--- config.mk ---
export PLATFORM = sky130hd
export DESIGN_NAME = ae_merge
export DESIGN_NICKNAME = d
export VERILOG_FILES = /design/src/hw/rtl/ae_pkg.sv /design/src/hw/rtl/ae_merge.sv
export SDC_FILE = /design/constraint.sdc
export NUM_CORES = 1
export LEC_CHECK = 0
export BUFFER_PORTS_ARGS = -buffer_cell sky130_fd_sc_hd__clkbuf_2
export CAP_MARGIN = 25
export CORE_AREA = 4 4 233 235
export DETAILED_ROUTE_END_ITERATION = 6
export DIE_AREA = 0 0 237 239
export GPL_ROUTABILITY_DRIVEN = 1
export SLEW_MARGIN = 30
export SYNTH_ARGS = -nofsm -noshare
export SYNTH_HDL_FRONTEND = slang
export SYNTH_SLANG_ARGS = --single-unit
export TNS_END_PERCENT = 5
--- constraint.sdc ---
create_clock -name vclk -period 6.2
set_input_delay 0 -clock vclk [all_inputs]
set_output_delay 0 -clock vclk [all_outputs]
set_load 0.005 [all_outputs]
--- src/hw/rtl/ae_pkg.sv ---
`timescale 1ns / 1ps
`default_nettype none
package ae_pkg;

    typedef enum logic [1:0] {
        OP_IDENT   = 2'd0,
        OP_COMPOSE = 2'd1,
        OP_INVERT  = 2'd2,
        OP_POINT   = 2'd3
    } ae_op_t;

    localparam int NUM_LANES = 6;
    localparam int ADDR_W = 3;
    localparam logic [ADDR_W-1:0] REG_ADDR_THRESHOLD = 3'd0;

    typedef logic [NUM_LANES-1:0][31:0] ae_mat_t;

    typedef struct packed {
        logic [1:0]         op;
        logic               prepend;
        logic signed [31:0] b_m00;
        logic signed [31:0] b_m01;
        logic signed [31:0] b_m10;
        logic signed [31:0] b_m11;
        logic signed [31:0] b_m20;
        logic signed [31:0] b_m21;
        logic signed [31:0] point_x;
        logic signed [31:0] point_y;
    } ae_in_t;

    typedef struct packed {
        logic signed [31:0] m00;
        logic signed [31:0] m01;
        logic signed [31:0] m10;
        logic signed [31:0] m11;
        logic signed [31:0] m20;
        logic signed [31:0] m21;
        logic signed [31:0] determinant;
        logic               ok;
        logic               is_identity;
        logic signed [31:0] out_x;
        logic signed [31:0] out_y;
    } ae_out_t;

    // per-lane command: divide mode, subtract second product, flip quotient sign
    typedef struct packed {
        logic start;
        logic div_mode;
        logic sub;
        logic flip;
    } ae_lane_cmd_t;

endpackage
`default_nettype wire

--- src/hw/rtl/ae_merge.sv ---
`timescale 1ns / 1ps
`default_nettype none
module ae_merge #(
    parameter int COEF_FRAC_BITS = 16
) (
    input  wire ae_pkg::ae_mat_t     mat,
    input  wire logic signed [31:0]  det,
    input  wire logic                ok,
    input  wire logic signed [31:0]  ox,
    input  wire logic signed [31:0]  oy,
    input  wire logic [15:0]         thr,
    output ae_pkg::ae_out_t          res
);
    import ae_pkg::*;

    localparam logic [32:0] ONE_FX = 33'd1 << COEF_FRAC_BITS;

    logic [NUM_LANES-1:0] near;
    logic [32:0]          diff;
    logic [32:0]          dmag;

    always_comb
    begin
        diff = 33'd0;
        dmag = 33'd0;
        for (int i = 0; i < NUM_LANES; i++)
        begin
            diff = {mat[i][31], mat[i]} - ((i == 0 || i == 3) ? ONE_FX : 33'd0);
            dmag = diff[32] ? 33'd0 - diff : diff;
            near[i] = dmag <= {17'd0, thr};
        end
        res.m00         = mat[0];
        res.m01         = mat[1];
        res.m10         = mat[2];
        res.m11         = mat[3];
        res.m20         = mat[4];
        res.m21         = mat[5];
        res.determinant = det;
        res.ok          = ok;
        res.is_identity = &near;
        res.out_x       = ox;
        res.out_y       = oy;
    end

endmodule
`default_nettype wire

==> run summary <==
Setup TNS Final: 0 ns
GRT Residual Overflow: 0
initial antenna violation count: 0
vias in the first global route: 10008
sw frac: 60.8%
synth cell count leaders: buf_4, ha_1, xnor2_1, nand2_1, nor2_1
final period utilization: 79.2%
CP Class: input port to output pin
HP Class: input port to output pin
FP Rows: 84
Seq/Total Area, Yosys: 0%
CP bufs+invs: 2
Initial Util: 19.4%
largest net degree at the start of global routing: 39
Peak Freq: 204 MHz
Synth top area share: 21.4%
Nets: 1934
placed cells: 2209
status: completed
Worst Hold Slack: 0.00000188 ns
maximum vdd drop: 0.0229 mV
Syn Nets: 1860
CORE AREA: 52200 um2
compound-cell area share of the yosys netlist: 22.0%
CP required: 6.20 ns
post-synthesis instance area: 10100 um2
Die Wd: 237 um
Reg area: 0 um2
most frequent cell after synthesis: buf_4
First DRT Iteration DRCs: 760
Crit path top cell by count: or4_1
RSZ-0062 raised after global routing: no
sequential power share: 0%
seq_cells: 0
Max-cap violations: 0
first-pass GRT wire length: 66900 um
# clk buffers: 0
routed via count: 11019
Max stage delay cell, worst path: o21ai_1
worst-path cell chain: clkbuf_2 > or4_1 > or4_1 > o21ai_1 > o21ai_0 > xnor2_1 > ha_1 > a21oi_1 > nand2_1 > a211oi_1 > o21ai_0 > o211ai_1 > nand4_1 > nand4b_1 > or4_1 > nor4_2 > clkbuf_2
Avg Synthesized Cell Area: 7.00 um2
Clock power frac: 0%
P&R area growth vs syn: 5.58%
die height: 239 um
CP Launch Type: input port
Worst path max stage delay: 0.80 ns
Int Pwr: 300 uW
DP Area: 10700 um2
share of cells above drive strength 1: 29.1%
Final Critical Period: 4.91 ns
Pwr per Cell Area: 71.6 nW/um2
hpwl dp: 41200 um
yosys warns: 0
Slew HR: 35.6%
switching power: 467 uW
critical path fanouts, max: 14
critical path arrival: 4.91 ns
die area: 56600 um2
Synth Area in XOR/XNOR: 11.7%
gpl congestion: 0.910
post-route ant nets: 0
Setup crit end kind: output pin
adder-cell share of the synthesized area: 13.1%
Pwr Total: 767 uW
vias per cell: 4.99
Final setup viols: 0
combinational fraction of design power: 100.0%
instance count of the mapped netlist: 1449
fin area: 10700 um2
PortBufs: 401
# fillers: 5976
PostCTS Resize Cnt: 0
Total GRT Usage: 15.5%
family with the most delay on the worst path: simple AND/OR/NAND/NOR gates
Final Hold Viols: 0
worst slew pin tran: 0.960 ns
final wirelength: 47900 um
Finished Layout Cells: 2209
Hold Buf Count CTS: 0
most area-consuming cells after synthesis: buf_4, ha_1, xnor2_1
Max Slew Vio Count: 0
I/O pin count: 595
Antenna Cells: 0
DRC errors left: 0
area leader, netlist: buf_4
main combinational cell family by area after synthesis: simple AND/OR/NAND/NOR gates
Post-CTS Setup Repair Bufs: 0
drt wl/cell: 21.7 um
mux contribution to synthesized area: 0.802%
Pre-antenna DRT Iters: 5
post-synthesis cell type count: 82
P_leak: 4.46 nW
Synth Area in Simple Gates: 27.1%
==> per-stage QoR <==
| step | setup slack, ns | util (%) |
|---|---|---|
| after floorplan | 2.14 | - |
| after global placement | 1.29 | 20.5 |
| after detailed placement | 1.34 | 20.5 |
| after CTS | 1.34 | 20.5 |
| after global routing | 0.931 | 20.5 |
| final | 1.29 | 20.5 |
==> layer usage <==
metal  GRT usage [%]  up-vias  share of wire, %
met2            26.9      473                48
met4            2.18        0               1.7
met1            21.2     5223                45
met3            1.66       52               5.7
li1                -     5271                 -
met5               0        -                 0
==> cell usage in the layout, fill, tap and decap left out, types with 7 or more instances in the layout <==
cell,count
a21oi_1,53
o41ai_1,19
xnor2_1,103
nand2b_1,23
nand3_1,30
a21o_1,19
buf_4,7
xor2_1,33
a31oi_1,13
nor2_1,74
nor3_1,55
nand2_1,81
o31ai_1,35
a211oi_1,16
and3_1,8
o211ai_1,8
nor4b_1,10
nor4_1,40
nor3b_1,10
clkbuf_2,401
o21ai_0,72
or4_1,29
ha_1,106
inv_1,53
or2_1,7
mux2i_1,7
o22ai_1,7
or3_1,26
nor2b_1,10
or2_2,9
nand4_1,42
or4_4,7
==> layout make-up <==
class / count / area (um2) / share of cell area, %
Multi-Input combinational cell: 1059 / 7590 / 70.8
Timing Repair Buffer: 408 / 2060 / 19.2
Inverter: 54 / 203 / 1.89
Tap cell: 688 / 861 / 8.04
==> power by group through the flow <==
stage	Clock, mW	Combinational (mW)	Sequential (mW)
finish	0	0.767	0
global route	0	0.855	0
CTS	0	0.772	0
detailed placement	0	0.768	0
global placement	0	0.765	0
floorplan	0	0.539	0
==> cell families (layout without fill, tap and decap cells) <==
logic type      Yosys count  after routing
compound gates          322            322
xor+xnor                136            136
fa+ha+maj               106            106
buf+inv                 390            462
mux                       8              8
simple gates            487            487
==> path summary, 6_finish.rpt <==
| path | cells after the start | endpoint | start | slack, ns |
|---|---|---|---|---|
| worst max-delay path | 17 | res[64] | mat[122] | 1.29 |
| worst min-delay path | 0 | res[57] | ox[25] | 0.000002 |
No activity file was read; power rests on OpenSTA's default activity.
